<file path="src/rtl/cia_pkg.sv">
// Package for the consecutive id assigner: payload types, table entry type
// and shared constants. Depends on nothing.
package cia_pkg;

	localparam int KEY_W        = 64;
	localparam int ID_W         = 13;
	localparam int CAPACITY_DEF = 4096;

	// Fibonacci hashing multiplier.
	localparam logic [KEY_W-1:0] HASH_MUL = 64'h9E37_79B9_7F4A_7C15;

	typedef struct packed {
		logic [KEY_W-1:0] key;
		logic             domain;
	} req_t;

	typedef struct packed {
		logic [ID_W-1:0] assigned_id;
		logic            is_new;
		logic            table_full;
	} rsp_t;

	typedef struct packed {
		logic             valid;
		logic [KEY_W-1:0] key;
		logic [ID_W-1:0]  id;
	} entry_t;

endpackage

</file>
<file path="src/rtl/cia_hash.sv">
// Home slot unit: one shared 32x32 multiplier forms the upper half of the low
// 64 product bits and, when CAPACITY is not a power of two, also the reciprocal
// and back products that reduce it modulo CAPACITY. Depends on cia_pkg.
module cia_hash #(
	parameter int CAPACITY = cia_pkg::CAPACITY_DEF
) (
	input  logic                        clk,
	input  logic                        arst_n,
	input  logic                        start,
	input  logic [cia_pkg::KEY_W-1:0]   key,
	output logic                        done,
	output logic [$clog2(CAPACITY)-1:0] slot
);
	import cia_pkg::*;

	localparam int  SLOT_W = $clog2(CAPACITY);
	localparam bit  IS_POW2 = (CAPACITY & (CAPACITY - 1)) == 0;
	// Reciprocal of CAPACITY scaled by 2^32. The quotient estimate it gives is
	// never high and at most one short, so one compare and subtract finishes it.
	localparam logic [31:0] RECIP   = 32'((64'd1 << 32) / 64'(CAPACITY));
	localparam logic [31:0] DIVISOR = 32'(CAPACITY);

	typedef enum logic [3:0] {
		H_IDLE = 4'b0001,
		H_MUL  = 4'b0010,
		H_RED  = 4'b0100,
		H_DONE = 4'b1000
	} hstate_t;

	hstate_t           state_q;
	logic [1:0]        step_q;
	logic [KEY_W-1:0]  key_q;
	logic [63:0]       prod_q;
	logic [31:0]       acc_q;
	logic [SLOT_W:0]   rem_q;

	logic [31:0]       mul_a;
	logic [31:0]       mul_b;
	logic [SLOT_W:0]   rem_fix;

	// Reduction reuses the multiplier: first hash times reciprocal, then the
	// quotient estimate times CAPACITY.
	always_comb begin
		if (state_q == H_RED) begin
			mul_a = (step_q == 2'd0) ? acc_q : prod_q[63:32];
			mul_b = (step_q == 2'd0) ? RECIP : DIVISOR;
		end else begin
			mul_a = (step_q == 2'd1) ? key_q[63:32] : key_q[31:0];
			mul_b = (step_q == 2'd2) ? HASH_MUL[63:32] : HASH_MUL[31:0];
		end
	end

	assign rem_fix = (rem_q >= (SLOT_W+1)'(CAPACITY)) ?
		rem_q - (SLOT_W+1)'(CAPACITY) : rem_q;

	always_ff @(posedge clk) begin
		if (start) begin
			key_q <= key;
		end
		prod_q <= mul_a * mul_b;
		if (state_q == H_MUL) begin
			case (step_q)
				2'd0: acc_q <= acc_q;
				2'd1: acc_q <= prod_q[63:32];
				default: acc_q <= acc_q + prod_q[31:0];
			endcase
		end else if ((state_q == H_RED) && (step_q == 2'd2)) begin
			rem_q <= (SLOT_W+1)'(acc_q - prod_q[31:0]);
		end
	end

	always_ff @(posedge clk or negedge arst_n) begin
		if (!arst_n) begin
			state_q <= H_IDLE;
			step_q  <= '0;
		end else begin
			case (state_q)
				H_IDLE: begin
					if (start) begin
						state_q <= H_MUL;
						step_q  <= '0;
					end
				end
				H_MUL: begin
					step_q <= step_q + 2'd1;
					if (step_q == 2'd3) begin
						state_q <= IS_POW2 ? H_DONE : H_RED;
					end
				end
				H_RED: begin
					step_q <= step_q + 2'd1;
					if (step_q == 2'd2) begin
						state_q <= H_DONE;
					end
				end
				H_DONE: state_q <= H_IDLE;
				default: state_q <= H_IDLE;
			endcase
		end
	end

	assign done = state_q == H_DONE;
	assign slot = IS_POW2 ? acc_q[SLOT_W-1:0] : rem_fix[SLOT_W-1:0];

endmodule

</file>
<file path="config.mk">
export PLATFORM = sky130hd
export DESIGN_NAME = cia_hash
export DESIGN_NICKNAME = d
export VERILOG_FILES = /design/src/rtl/cia_pkg.sv /design/src/rtl/cia_hash.sv
export SDC_FILE = /design/constraint.sdc
export NUM_CORES = 1
export LEC_CHECK = 0
export ABC_AREA = 1
export BUFFER_PORTS_ARGS = -buffer_cell sky130_fd_sc_hd__clkbuf_2
export CORE_AREA = 2 2 194 196
export CTS_CLUSTER_SIZE = 24
export DETAILED_ROUTE_END_ITERATION = 12
export DIE_AREA = 0 0 196 198
export GPL_ROUTABILITY_DRIVEN = 0
export GPL_TIMING_DRIVEN = 0
export PLACE_DENSITY_LB_ADDON = 0.2
export SETUP_SLACK_MARGIN = 0.3
export SLEW_MARGIN = 15
export SYNTH_ARGS = -nofsm -noshare
export SYNTH_HDL_FRONTEND = slang
export SYNTH_SLANG_ARGS = --single-unit
export TNS_END_PERCENT = 30
</file>
<file path="constraint.sdc">
create_clock -name clk -period 9.6 [get_ports clk]
set_input_delay 1.44 -clock clk [delete_from_list [all_inputs] [get_ports clk]]
set_output_delay 1.44 -clock clk [all_outputs]
set_load 0.02 [all_outputs]
</file>
==> results by stage, run 1 <==
Die:
- The height of the die is 198 µm.
- The floorplan step set the die width to a little under 200 µm.
- For this configuration, the core starts out at a cell density of 64.8%.
- The total I/O pin count is 80.
- After floorplanning, the core was sized to cover roughly 37000 µm².
- The floorplan step defined a die boundary enclosing about 39000 µm².
- The count of standard-cell rows is 71.

Finish:
- The number of nets in the layout is ~3700.
- The fill cell total of the finished layout is 2977.
- After the flow finishes, the layout carries non-filler instances totaling between 3000 and 4000.
- The share of cells above drive strength 1 is 6.92%.
- The number of antenna diodes in the final layout is 0.
- Compared with the post-synthesis result, the final layout area differs by 5.91%.

Clocking:
- Hold repair after CTS inserted 0 buffers.
- The clock-pin slew on the worst setup and hold paths is 0.08 ns.
- The clock latency reported for the late side of the worst-skew pair is 0.41 ns.
- The number of buffers added for setup after CTS is 0.
- In this run the deepest clock path goes through 2 buffers.
- The TritonCTS clock tree is done.
- CTS saw 105 sinks.
- The number of clock buffers added by TritonCTS is 9.
- The number of levels in the clock H-tree is 3.
- The tree is rooted in a sky130_fd_sc_hd__clkbuf_16.

Place:
- The count of input and output buffers is 79.
- The number of placed instances, taps included, is 3292.
- The placement-stage worst setup slack is 0.0607 ns.
- The sum of net half-perimeters after detailed placement is around 62 mm.

Logic synthesis:
- The portion of synthesized cell area occupied by the leading cell type is 38.2%.
- After synthesis the cells add up to 24000 µm².
- Counting flops and latches in the post-synthesis netlist gives 105.
- The mean instance size in the synthesized netlist is 8.81 µm².
- The synthesized design contains 76 enable-type register cells.
- Summing the sequential cell areas from Yosys gives 12.1% of the chip area.
- The share of cell area taken by muxes after synthesis is 0%.
- The leading register cell type out of synthesis is sky130_fd_sc_hd__edfxtp_1.
- During synthesis, Yosys emitted a total of 0 warnings.
- Counting every instance in the synthesized netlist gives approximately 2700.
- After Yosys synthesis, full adders, half adders and majority gates account for 54.6% of the synthesized area.
- The compound-cell area share of the yosys netlist is under 10%.
- Summing the areas of all xor and xnor instances in the mapped netlist gives 1.97% of the synthesized area.
- After synthesis, the largest family of logic cells by area is adder cells.
- Counting flops with an async set or reset pin after synthesis yields a share of 4.76%.
- The cell taking the most area after synthesis is sky130_fd_sc_hd__fa_1.
- The synthesized netlist devotes 11.7% of its cell area to simple gates.
- After synthesis, the netlist uses 50 different library cells.
- By area the synthesized netlist is led by sky130_fd_sc_hd__fa_1, sky130_fd_sc_hd__ha_1, sky130_fd_sc_hd__inv_1, sky130_fd_sc_hd__edfxtp_1, sky130_fd_sc_hd__nand2_1.

Routing:
- The detailed-route wire length per cell is 21.2 µm.
- The total iterations of the first detailed-routing run is 6.
- In the routed design, unresolved DRC markers number 0.
- The initial detailed-routing violation count is 1980.
- The final wirelength is 70.2 mm.
- The via density per instance is 5.59.
- The number of nets still failing antenna checks after routing is 0.
- The overall via count from detail_route is 18500.

Flow run:
- The count of max-cap constraint violations is 0.

Critical path:
- The required time reported for the critical path endpoint is 9.88 ns.
- The slowest stage of the critical path belongs to the cell sky130_fd_sc_hd__fa_1.
- Data arrives at the worst endpoint at 9.33 ns.
- The cell class contributing the biggest share of worst-path delay is adder cells.
- Along the worst path, the maximum fanout reaches 10.
- The critical path contains buffers and inverters numbering 8 combined.
- The setup check on the worst reg-to-reg path leaves a slack of 0.55 ns.
- The worst setup path is captured at a register.
- The path type of the worst setup path is reg -> reg.
- The delay of the slowest cell on the worst path is 0.67 ns.
- The cell with the most instances on the worst path is sky130_fd_sc_hd__fa_1.
- The kind of start point of the critical path is a register.

Timing:
- The total setup violations reported at the end of the flow is 0.
- The final critical delay including setup and external delays is 9.05 ns.
- The number of pins exceeding their max-slew limit in the final report is 0.
- The final period utilization is between 90% and 100%.
- The final worst setup slack is 0.552 ns.
- The slew of the pin with the lowest slew margin is between 0.9 and 1 ns.
- The clock arrives with 0.0114 ns of skew.
- The maximum clock frequency is roughly 110 MHz.
- Setup repair after global routing left no endpoint under its margin.
- The number of failing hold endpoints at the final stage is 0.
- The remaining max-slew budget at the tightest pin is between 30 and 40%.
- For the final routed database, the setup TNS stands at 0 ns.

Run status:
- The run finished with clean final reports.

Global route:
- The overall global routing resource usage is 38.9%.
- The global-route wire length before repair is 110 mm.
- The remaining global-route overflow is 0.
- Entering global routing, the biggest net connects 59 pins.
- The initial antenna violation count is 1.
- The via count of the first global-routing pass came to 20200.

Worst hold path:
- The type of the most critical hold path is reg -> reg.
cells by family after synthesis:
family,after synthesis
flip-flops,105
buffers and inverters,869
AND/OR/NAND/NOR,687
AO/OA/AOI/OAI,231
adder cells (fa/ha/maj),772
XOR/XNOR,53
other,2
registers in the layout, indices dropped and copies added, names as in the netlist:
name / flops
prod_q: 24
state_q: 3
key_q: 64
step_q: 2
acc_q: 12
cells in the mapped netlist, types with 2 or more instances:
library cell and count:
sky130_fd_sc_hd__inv_1 803, sky130_fd_sc_hd__fa_1 457, sky130_fd_sc_hd__nand2_1 388, sky130_fd_sc_hd__ha_1 315
sky130_fd_sc_hd__nor2_1 186, sky130_fd_sc_hd__o21ai_0 92, sky130_fd_sc_hd__edfxtp_1 76, sky130_fd_sc_hd__a21oi_1 69
sky130_fd_sc_hd__nand3_1 45, sky130_fd_sc_hd__xor2_1 41, sky130_fd_sc_hd__clkbuf_1 25, sky130_fd_sc_hd__dfxtp_1 24
sky130_fd_sc_hd__o21bai_1 19, sky130_fd_sc_hd__nand2_2 15, sky130_fd_sc_hd__o21ai_2 14, sky130_fd_sc_hd__inv_2 12
sky130_fd_sc_hd__buf_2 11, sky130_fd_sc_hd__xnor2_1 11, sky130_fd_sc_hd__a21o_1 10, sky130_fd_sc_hd__a31oi_1 10
sky130_fd_sc_hd__nor3_1 10, sky130_fd_sc_hd__nand4_1 9, sky130_fd_sc_hd__or2_2 9, sky130_fd_sc_hd__nor2_2 8
sky130_fd_sc_hd__buf_6 6, sky130_fd_sc_hd__buf_4 5, sky130_fd_sc_hd__o21a_1 5, sky130_fd_sc_hd__buf_1 4
sky130_fd_sc_hd__dfrtp_1 4, sky130_fd_sc_hd__nand3b_1 4, sky130_fd_sc_hd__o21ai_1 4, sky130_fd_sc_hd__or2_0 4
sky130_fd_sc_hd__nor4_1 3, sky130_fd_sc_hd__or2_1 3, sky130_fd_sc_hd__conb_1 2, sky130_fd_sc_hd__o22ai_1 2
area by class of cell:
class | count | area, µm² | area share (%)
clock buffer | 9 | 225 | 0.888
inverter | 817 | 3070 | 12.1
buffer | 52 | 298 | 1.17
tap | 474 | 593 | 2.34
timing repair buffer | 80 | 425 | 1.68
sequential | 105 | 2890 | 11.4
multi-input combinational | 1764 | 17800 | 70.2
clock inverter | 7 | 73.8 | 0.291
worst reg2reg max path: cells and delay by family, from the launching register on:
kind            cells  cell delay (ns)
fa+ha+maj          10             4.57
simple gates        8             1.64
compound gates      4             0.66
flops               1             0.44
buf+inv             8             1.61
path summary, 6_finish.rpt:
check | cells after the start | from | to
worst max-delay path | 30 | step_q[0]$_DFFE_PN0P_ | prod_q[43]$_DFF_P_
worst min-delay path | 2 | prod_q[32]$_DFF_P_ | acc_q[0]$_DFFE_PP_
worst max register to register | 30 | step_q[0]$_DFFE_PN0P_ | prod_q[43]$_DFF_P_
worst min register to register | 2 | prod_q[32]$_DFF_P_ | acc_q[0]$_DFFE_PP_
max in group asynchronous | 1 | arst_n | state_q[0]$_DFFE_PN1P_
min in group asynchronous | 1 | arst_n | state_q[3]$_DFFE_PN0P_
per-layer routing:
metal | global-route usage (%) | vias to the layer above | share of wire [%]
met2 | 62.6 | 984 | 45
met4 | 32.9 | 2 | 10
met1 | 44.2 | 8884 | 36
met5 | 0 | - | 0.019
li1 | - | 8276 | -
met3 | 9.44 | 351 | 9.2
timing repair:
item,CTS,global route
gates resized for setup,2,15
gates cloned,0,0
setup endpoints to repair,1,1
through the flow:
step	cell area [µm²]	util (%)	hold WS, ns
after floorplan	24000	-	0.478
final	25400	68.7	0.519
after global placement	25000	67.7	0.490
after detailed placement	25100	67.8	0.499
after CTS	25400	68.6	0.523
after global routing	25400	68.7	0.552
cells in the final DEF, fill, tap and decap left out, types with 15 or more instances in the layout:
master | netlist | routed
sky130_fd_sc_hd__a21oi_1 | 69 | 69
sky130_fd_sc_hd__clkbuf_1 | 25 | 21
sky130_fd_sc_hd__clkbuf_2 | 0 | 85
sky130_fd_sc_hd__conb_1 | 2 | 21
sky130_fd_sc_hd__dfxtp_1 | 24 | 24
sky130_fd_sc_hd__edfxtp_1 | 76 | 76
sky130_fd_sc_hd__fa_1 | 457 | 457
sky130_fd_sc_hd__ha_1 | 315 | 314
sky130_fd_sc_hd__inv_1 | 803 | 803
sky130_fd_sc_hd__nand2_1 | 388 | 388
sky130_fd_sc_hd__nand2_2 | 15 | 15
sky130_fd_sc_hd__nand3_1 | 45 | 45
sky130_fd_sc_hd__nor2_1 | 186 | 182
sky130_fd_sc_hd__o21ai_0 | 92 | 91
sky130_fd_sc_hd__o21bai_1 | 19 | 19
sky130_fd_sc_hd__xor2_1 | 41 | 41
Power of run 1 is not shown: default switching activity piles up to over one toggle a cycle in this logic, so the estimate is an artifact.
==> run 2, diff against run 1 <==
--- a/config.mk
+++ b/config.mk
@@ -7,10 +7,12 @@
 export LEC_CHECK = 0
 export ABC_AREA = 1
 export BUFFER_PORTS_ARGS = -buffer_cell sky130_fd_sc_hd__clkbuf_2
-export CORE_AREA = 2 2 194 196
+export CELL_PAD_IN_SITES_DETAIL_PLACEMENT = 1
+export CELL_PAD_IN_SITES_GLOBAL_PLACEMENT = 1
+export CORE_AREA = 2 2 220 222
 export CTS_CLUSTER_SIZE = 24
 export DETAILED_ROUTE_END_ITERATION = 12
-export DIE_AREA = 0 0 196 198
+export DIE_AREA = 0 0 222 224
 export GPL_ROUTABILITY_DRIVEN = 0
 export GPL_TIMING_DRIVEN = 0
 export PLACE_DENSITY_LB_ADDON = 0.2
==> results by stage, run 2 (same netlist as run 1, synthesis figures left out) <==
Place:
- The sum of net half-perimeters after detailed placement is about 74 mm.
- The post-placement cell area is 25200 µm².
- The count of buffers added on input and output ports is 79.

Critical path:
- The critical path in this run is classified as reg -> reg.
- Data on the critical path arrives at its endpoint at 9.28 ns.
- The cell that appears most often on the critical path is sky130_fd_sc_hd__inv_1.
- In this design, the stage delay of the slowest critical-path cell is 0.69 ns.
- The required time reported for the critical path endpoint is around 9.9 ns.
- The worst setup path is captured at a register.
- The cell with the largest stage delay on the worst path is sky130_fd_sc_hd__fa_1.
- In this run the worst path has a maximum fanout of 10.
- STA classifies the critical path startpoint as a register.

Finish:
- The layout overhead on the synthesized area is 6.84%.
- The share of cells above drive strength 1 is approximately 7%.
- After filler insertion, the fill cell instance count of the layout stands at roughly 5700.
- In the layout the commonest cells are sky130_fd_sc_hd__inv_1, sky130_fd_sc_hd__fa_1, sky130_fd_sc_hd__nand2_1, sky130_fd_sc_hd__ha_1, sky130_fd_sc_hd__nor2_1.
- The most common cell after layout, fill and taps aside is sky130_fd_sc_hd__inv_1.
- The number of flip-flops in the largest register is 64.
- The finished cells cover approximately 26000 µm².
- key_q holds more flip-flops than any other register.
- For this run, the post-layout net count is 3668.
- The largest registers in the layout are key_q (64), prod_q (24), acc_q (12).

Routing:
- The via density per instance is 5.44.
- Dividing the detail-routed wire length by the instance count gives 24.1 µm.
- For this block, the routed nets add up to 83.2 mm of wire.
- The DRC violation count after routing is 0.
- The overall via count from detail_route is 18800.
- The initial detailed-routing violation count is between 1500 and 2000.
- The number of nets still failing antenna checks after routing is 0.
- The pre-antenna-repair detailed-routing pass consisted of 5 iterations.

Global route:
- The maximum number of pins on one net before global-route repair is 60.
- The initial antenna violation count is 2.
- The remaining global-route overflow is 0.
- The via count of the first global-routing pass was 21700.
- The first global-routing pass estimated around 130 mm of wire.
- For this run, the total global-route usage over all layers was measured as 35.5%.

Clocking:
- The number of levels in the clock H-tree is 3.
- The clock passes through at most 2 buffers.
- The TritonCTS clock tree is done.
- The clock latency reported for the late side of the worst-skew pair is 0.40 ns.
- The tree is rooted in a sky130_fd_sc_hd__clkbuf_16.
- For this design, the CTS-stage hold fixing added 0 buffers.
- Clock-pin slew was measured on the worst setup and hold paths at 0.08 ns.
- The number of buffers added by the clock tree synthesis step is 9.
- The clock net sink count is 105.

Die:
- The height of the die is 224 µm.
- The floorplan step defined a die boundary enclosing 49700 µm².
- The die boundary width is 222 µm.
- The core region is 47300 µm².
- The initial standard-cell utilization of the core is 50.6%.
- The count of standard-cell rows is 80.
- 80 I/O pins were placed.

Worst hold path:
- The tightest min-delay check is of the reg -> reg type.

Run status:
- The run finished with clean final reports.

Timing:
- The number of pins exceeding their max-slew limit in the final report is 0.
- On the final layout, the worst clock skew is a little over 0.02 ns.
- Measured against its own limit, the worst slew margin works out to about 29%.
- The number of failing hold endpoints at the final stage is 0.
- Setup repair after global routing left no endpoint under its margin.
- At the pin with the least slew margin, the transition time is 1.06 ns.
- The final critical delay including setup and external delays is 8.98 ns.
- The total setup violations reported at the end of the flow is 0.
- The final period utilization is 93.5%.
- The maximum clock frequency is 111 MHz.

Flow run:
- Max-cap violations in this run came to 0.
run 2: path summary, 6_finish.rpt:
kind                                       startpoint                     end  slack, ns  cells past startpoint
worst max-delay path            step_q[0]$_DFFE_PN0P_      prod_q[43]$_DFF_P_       0.62                     35
worst min-delay path               prod_q[41]$_DFF_P_      acc_q[9]$_DFFE_PP_       0.51                      2
worst max register to register  step_q[0]$_DFFE_PN0P_      prod_q[43]$_DFF_P_       0.62                     35
worst min register to register     prod_q[41]$_DFF_P_      acc_q[9]$_DFFE_PP_       0.51                      2
max in group asynchronous                      arst_n  state_q[0]$_DFFE_PN1P_       8.56                      1
min in group asynchronous                      arst_n   step_q[0]$_DFFE_PN0P_       0.83                      1
run 2: layout make-up:
type / instances / area, µm² / area share (%)
tap: 615 / 769 / 3.01
inverter: 817 / 3070 / 12.0
buffer: 52 / 317 / 1.24
clock buffer: 9 / 225 / 0.880
sequential: 105 / 2890 / 11.3
clock inverter: 7 / 92.6 / 0.362
antenna: 1 / 2.50 / 0.00978
timing repair buffer: 80 / 425 / 1.66
multi-input combinational: 1764 / 17800 / 69.6
run 2: worst max-delay path, delay by kind of cell, from the launching register on:
kind / cells / cell delay (ns)
AOI/OAI and AO/OA: 4 / 0.75
adders and majority gates: 10 / 4.54
and+or+nand+nor: 8 / 0.96
buffers and inverters: 13 / 2.19
DFF: 1 / 0.42
run 2: repair_timing:
action | CTS | global route
gates resized for setup | 12 | 12
buffers inserted | 0 | 0
setup endpoints to repair | 12 | 8
run 2: routing by layer:
layer / GRT usage, % / up-vias / share of wire (%) / routed length (µm)
met5: 0 / - / 0 / 0
met4: 25.5 / 0 / 8.5 / 7060
met3: 5.10 / 232 / 5.9 / 4870
met2: 60.0 / 665 / 48 / 39900
met1: 41.8 / 9607 / 38 / 31400
li1: - / 8252 / - / -
run 2: stage by stage:
stage	TNS (ns)	std cells	worst slack [ns]	util (%)	hold WS (ns)
global route	0	3449	0.329	54.1	0.541
detailed placement	-0.202	3433	-0.202	53.3	0.493
finish	0	3450	0.620	54.1	0.515
floorplan	0	2738	2.42	-	0.478
CTS	0	3449	0.315	54.0	0.511
global placement	0	3432	0.0512	53.2	0.493
Power of run 2 is left out for the same reason.
==> run 3, diff against run 2 <==
--- a/config.mk
+++ b/config.mk
@@ -5,16 +5,16 @@
 export SDC_FILE = /design/constraint.sdc
 export NUM_CORES = 1
 export LEC_CHECK = 0
-export ABC_AREA = 1
 export BUFFER_PORTS_ARGS = -buffer_cell sky130_fd_sc_hd__clkbuf_2
 export CELL_PAD_IN_SITES_DETAIL_PLACEMENT = 1
 export CELL_PAD_IN_SITES_GLOBAL_PLACEMENT = 1
-export CORE_AREA = 2 2 220 222
+export CORE_AREA = 2 2 213 215
 export CTS_CLUSTER_SIZE = 24
 export DETAILED_ROUTE_END_ITERATION = 12
-export DIE_AREA = 0 0 222 224
+export DIE_AREA = 0 0 215 217
 export GPL_ROUTABILITY_DRIVEN = 0
 export GPL_TIMING_DRIVEN = 0
+export MAX_ROUTING_LAYER = met4
 export PLACE_DENSITY_LB_ADDON = 0.2
 export SETUP_SLACK_MARGIN = 0.3
 export SLEW_MARGIN = 15
==> results by stage, run 3 <==
Run status:
- The flow ran to the end, and the final reports show no timing, DRC or antenna violations.

Clocking:
- The clock net sink count is 105.
- The root cell of the clock tree is sky130_fd_sc_hd__clkbuf_16.
- TritonCTS built the clock tree.
- The maximum clock path buffer count is 2.
- The clock latency reported for the late side of the worst-skew pair is 0.37 ns.
- After clock tree synthesis, the clock-pin slew on the worst setup and hold paths is 0.07 ns.
- The number of levels in the clock H-tree is 3.
- The number of buffers added by the clock tree synthesis step is 9.

Finish:
- At the end of the flow, the number of nets in the layout was between 3000 and 4000.
- The most common cell after layout, fill and taps aside is sky130_fd_sc_hd__inv_1.
- In the final layout, the share of cells above drive strength 1 is 8.94%.
- The fill cell total of the finished layout is 5043.
- At the end of the flow the core is filled with cells to 55.7%.
- Ranked by flip-flop count, first place goes to key_q.
- Leaving out fill and tap cells, the most frequent cells in the layout are sky130_fd_sc_hd__inv_1, sky130_fd_sc_hd__fa_1, sky130_fd_sc_hd__ha_1, sky130_fd_sc_hd__nor2_1, sky130_fd_sc_hd__xnor2_1.
- The largest registers in the layout are key_q (64), prod_q (24), acc_q (12).
- The number of flip-flops in the largest register is 64.
- The repair_antennas step left the layout with diodes totalling 0.
- The design area is 24900 µm².
- The layout overhead on the synthesized area is 8.91%.

Critical path:
- The nature of the critical path endpoint is a register.
- In this run the worst path has a maximum fanout of 10.
- The largest single stage delay on the critical path is 0.57 ns.
- The terminus of the critical flop-to-flop path is prod_q[43]$_DFF_P_.
- The path type of the worst setup path is reg -> reg.
- The slowest stage of the critical path belongs to the cell sky130_fd_sc_hd__fa_1.
- The worst reg2reg path depth is 27.
- STA puts the critical path data required time at 9.81 ns.
- The critical register-to-register path startpoint is step_q[1]$_DFFE_PN0P_.
- The worst endpoint data arrival time is 9.42 ns.
- The cell with the most instances on the worst path is sky130_fd_sc_hd__fa_1.
- The kind of start point of the critical path is a register.
- Across all register-to-register paths, the minimum setup slack is 0.39 ns.

Timing:
- The number of pins exceeding their max-slew limit in the final report was 0.
- Setup violations remaining at the end of the flow were counted as 0.
- The final period utilization is 95.9%.
- The remaining max-slew budget at the tightest pin is 28.7%.
- The final setup skew is about 0.0065 ns.
- Based on the critical path, the design can be clocked at up to 109 MHz.
- The number of failing hold endpoints at the final stage is 0.
- Subtracting the final worst setup slack from the clock period gives 9.21 ns.
- At the pin with the least slew margin, the transition time is 1.07 ns.
- Setup repair after global routing could not meet its margin everywhere.

Logic synthesis:
- The average instance in the mapped netlist occupies 10.2 µm².
- The portion of synthesized cell area occupied by the leading cell type is around two fifths.
- For this run, the number of Yosys warnings is 0.
- Ranked by instance count, the synthesized netlist is headed by sky130_fd_sc_hd__inv_1, sky130_fd_sc_hd__fa_1, sky130_fd_sc_hd__ha_1, sky130_fd_sc_hd__nor2_1, sky130_fd_sc_hd__xnor2_1.
- In this run, synthesis inferred 76 flip-flops with an integrated enable.
- For this run, the leading register cell type out of synthesis is sky130_fd_sc_hd__edfxtp_1.
- The count of different cell masters after synthesis is 63.
- Counting every instance in the synthesized netlist gives 2248.
- Synthesis inferred 105 register bits.
- The cell taking the most area after synthesis is sky130_fd_sc_hd__fa_1.
- The post-synthesis instance area is 22900 µm².
- The most frequently used cell type in the post-synthesis netlist is sky130_fd_sc_hd__inv_1.
- By area the synthesized netlist is led by sky130_fd_sc_hd__fa_1, sky130_fd_sc_hd__ha_1, sky130_fd_sc_hd__inv_1, sky130_fd_sc_hd__edfxtp_1, sky130_fd_sc_hd__xnor2_1.
- The sequential area share after synthesis is 12.6%.
- The fraction of registers with async set/reset is 4.76%.

Routing:
- For this block, the routed nets add up to 74.6 mm of wire.
- The detail route stage leaves a number of antenna-violating nets equal to 0.
- The DRC violation count after routing is 0.
- The overall via count from detail_route is approximately 16000.
- The total iterations of the first detailed-routing run is 6.
- The initial detailed-routing violation count is between 1000 and 1500.
- Dividing the detail-routed wire length by the instance count gives roughly 25 µm.
- The via density per instance is around 5.5.

Die:
- The die boundary width is 215 µm.
- After floorplanning, the core was divided into slightly below 80 placement rows.
- The die is 217 µm tall.
- The initial standard-cell utilization of the core is about half.
- The region available for standard cell placement spans ~45000 µm².
- The die covers 46700 µm².
- 80 I/O pins were placed.

Global route:
- The via count of the first global-routing pass came to 19300.
- Global routing consumed, over all layers together, 34.4% of the routing resources.
- The initial antenna violation count came to 1.
- The global-route wire length before repair is 115 mm.
- The maximum number of pins on one net before global-route repair is 60.
- The total overflow left after global routing is 0.

Place:
- Summed over all nets, the half-perimeter wirelength after detailed placement is 64.7 mm.
- The count of input and output buffers is between 70 and 80.
- The post-placement cell area is between 20000 and 25000 µm².

Worst hold path:
- The startpoint identified for the worst hold timing path is prod_q[33]$_DFF_P_.
- Counting instances, the worst hold path has a depth of 2.
- The tightest min-delay check is of the reg -> reg type.
- For hold timing, the worst endpoint is acc_q[1]$_DFFE_PP_.

Flow run:
- The tool flagged a number of max-cap violations equal to 0.
run 3: cell types whose count changed after synthesis, moves of 12 or more:
cell	delta
sky130_fd_sc_hd__nand2_1	-313
sky130_fd_sc_hd__inv_1	-180
sky130_fd_sc_hd__xnor2_1	+92
sky130_fd_sc_hd__nor2_1	-60
sky130_fd_sc_hd__nand3_1	-36
sky130_fd_sc_hd__xor2_1	-33
sky130_fd_sc_hd__o21ai_0	-30
sky130_fd_sc_hd__clkbuf_1	+21
sky130_fd_sc_hd__mux2i_1	+21
sky130_fd_sc_hd__a21o_1	+20
sky130_fd_sc_hd__nand2_2	-15
sky130_fd_sc_hd__o21ai_2	-14
sky130_fd_sc_hd__and2_1	+12
sky130_fd_sc_hd__nand2b_1	+12
run 3: metrics by stage:
stage | hold WS [ns] | TNS (ns) | setup slack, ns | cells
6_report | 0.524 | 0 | 0.392 | 2982
5_1_grt | 0.543 | 0 | 0.177 | 2982
4_1_cts | 0.525 | 0 | 0.310 | 2973
3_5_place_dp | 0.518 | -7.88 | -1.06 | 2949
3_3_place_gp | 0.497 | -6.25 | -0.875 | 2946
2_1_floorplan | 0.482 | 0 | 1.64 | 2267
run 3: worst max-delay path, delay by kind of cell, from the launching register on:
kind / cells / cell delay [ns]
DFF: 1 / 0.43
adders and majority gates: 10 / 4.35
xor gates and xnor gates: 1 / 0.13
AOI/OAI and AO/OA: 7 / 1.83
and+or+nand+nor: 1 / 0.39
muxes: 1 / 0.41
buffers and inverters: 7 / 1.48
run 3: layout make-up:
class	count	area [µm²]	share of cell area, %
multi-input cells	1469	17700	71.0
flip-flops and latches	105	2890	11.6
inverters	635	2390	9.60
well taps	600	751	3.02
repair buffers	99	584	2.35
plain buffers	58	289	1.16
clock buffers	10	250	1.01
clock inverters	6	62.6	0.251
run 3: worst max-delay path by stage:
| stage | startpoint | endpoint | slack, ns | depth (start not counted) |
|---|---|---|---|---|
| 4_1_cts | step_q[1]$_DFFE_PN0P_ | prod_q[42]$_DFF_P_ | 0.31 | 27 |
| 6_report | step_q[1]$_DFFE_PN0P_ | prod_q[43]$_DFF_P_ | 0.39 | 27 |
| 3_5_place_dp | step_q[0]$_DFFE_PN0P_ | prod_q[43]$_DFF_P_ | -1.06 | 28 |
| 5_1_grt | step_q[1]$_DFFE_PN0P_ | prod_q[43]$_DFF_P_ | 0.18 | 27 |
| 3_3_place_gp | step_q[0]$_DFFE_PN0P_ | prod_q[43]$_DFF_P_ | -0.87 | 28 |
| 2_1_floorplan | step_q[1]$_DFFE_PN0P_ | prod_q[42]$_DFF_P_ | 1.64 | 29 |
run 3: kinds of logic (layout without fill, tap and decap cells):
| family | after synthesis | after routing | share of synthesized area, % |
|---|---|---|---|
| AOI/OAI and AO/OA | 234 | 234 | 6.42 |
| DFF | 105 | 105 | 12.6 |
| other | 2 | 21 | 0.0329 |
| xor gates and xnor gates | 112 | 112 | 4.32 |
| adders and majority gates | 772 | 772 | 57.3 |
| muxes | 40 | 40 | 2.19 |
| buffers and inverters | 693 | 808 | 11.5 |
| and+or+nand+nor | 290 | 290 | 5.64 |
run 3: routing by layer:
layer | up-vias | wire length, µm | GRT usage (%) | share of wire, %
li1 | 7120 | - | - | -
met1 | 8505 | 29500 | 42.1 | 40
met2 | 620 | 36100 | 56.8 | 48
met3 | 252 | 4470 | 4.60 | 6.0
met4 | 0 | 4510 | 16.4 | 6.0
met5 | - | 0 | - | 0
run 3: what timing repair did:
item,4_1_cts,5_1_grt
pin swaps,1,1
gates resized for setup,66,19
hold buffers,0,0
endpoints found under the setup margin,12,8
setup buffers,8,9
Power of run 3 is left out for the same reason.
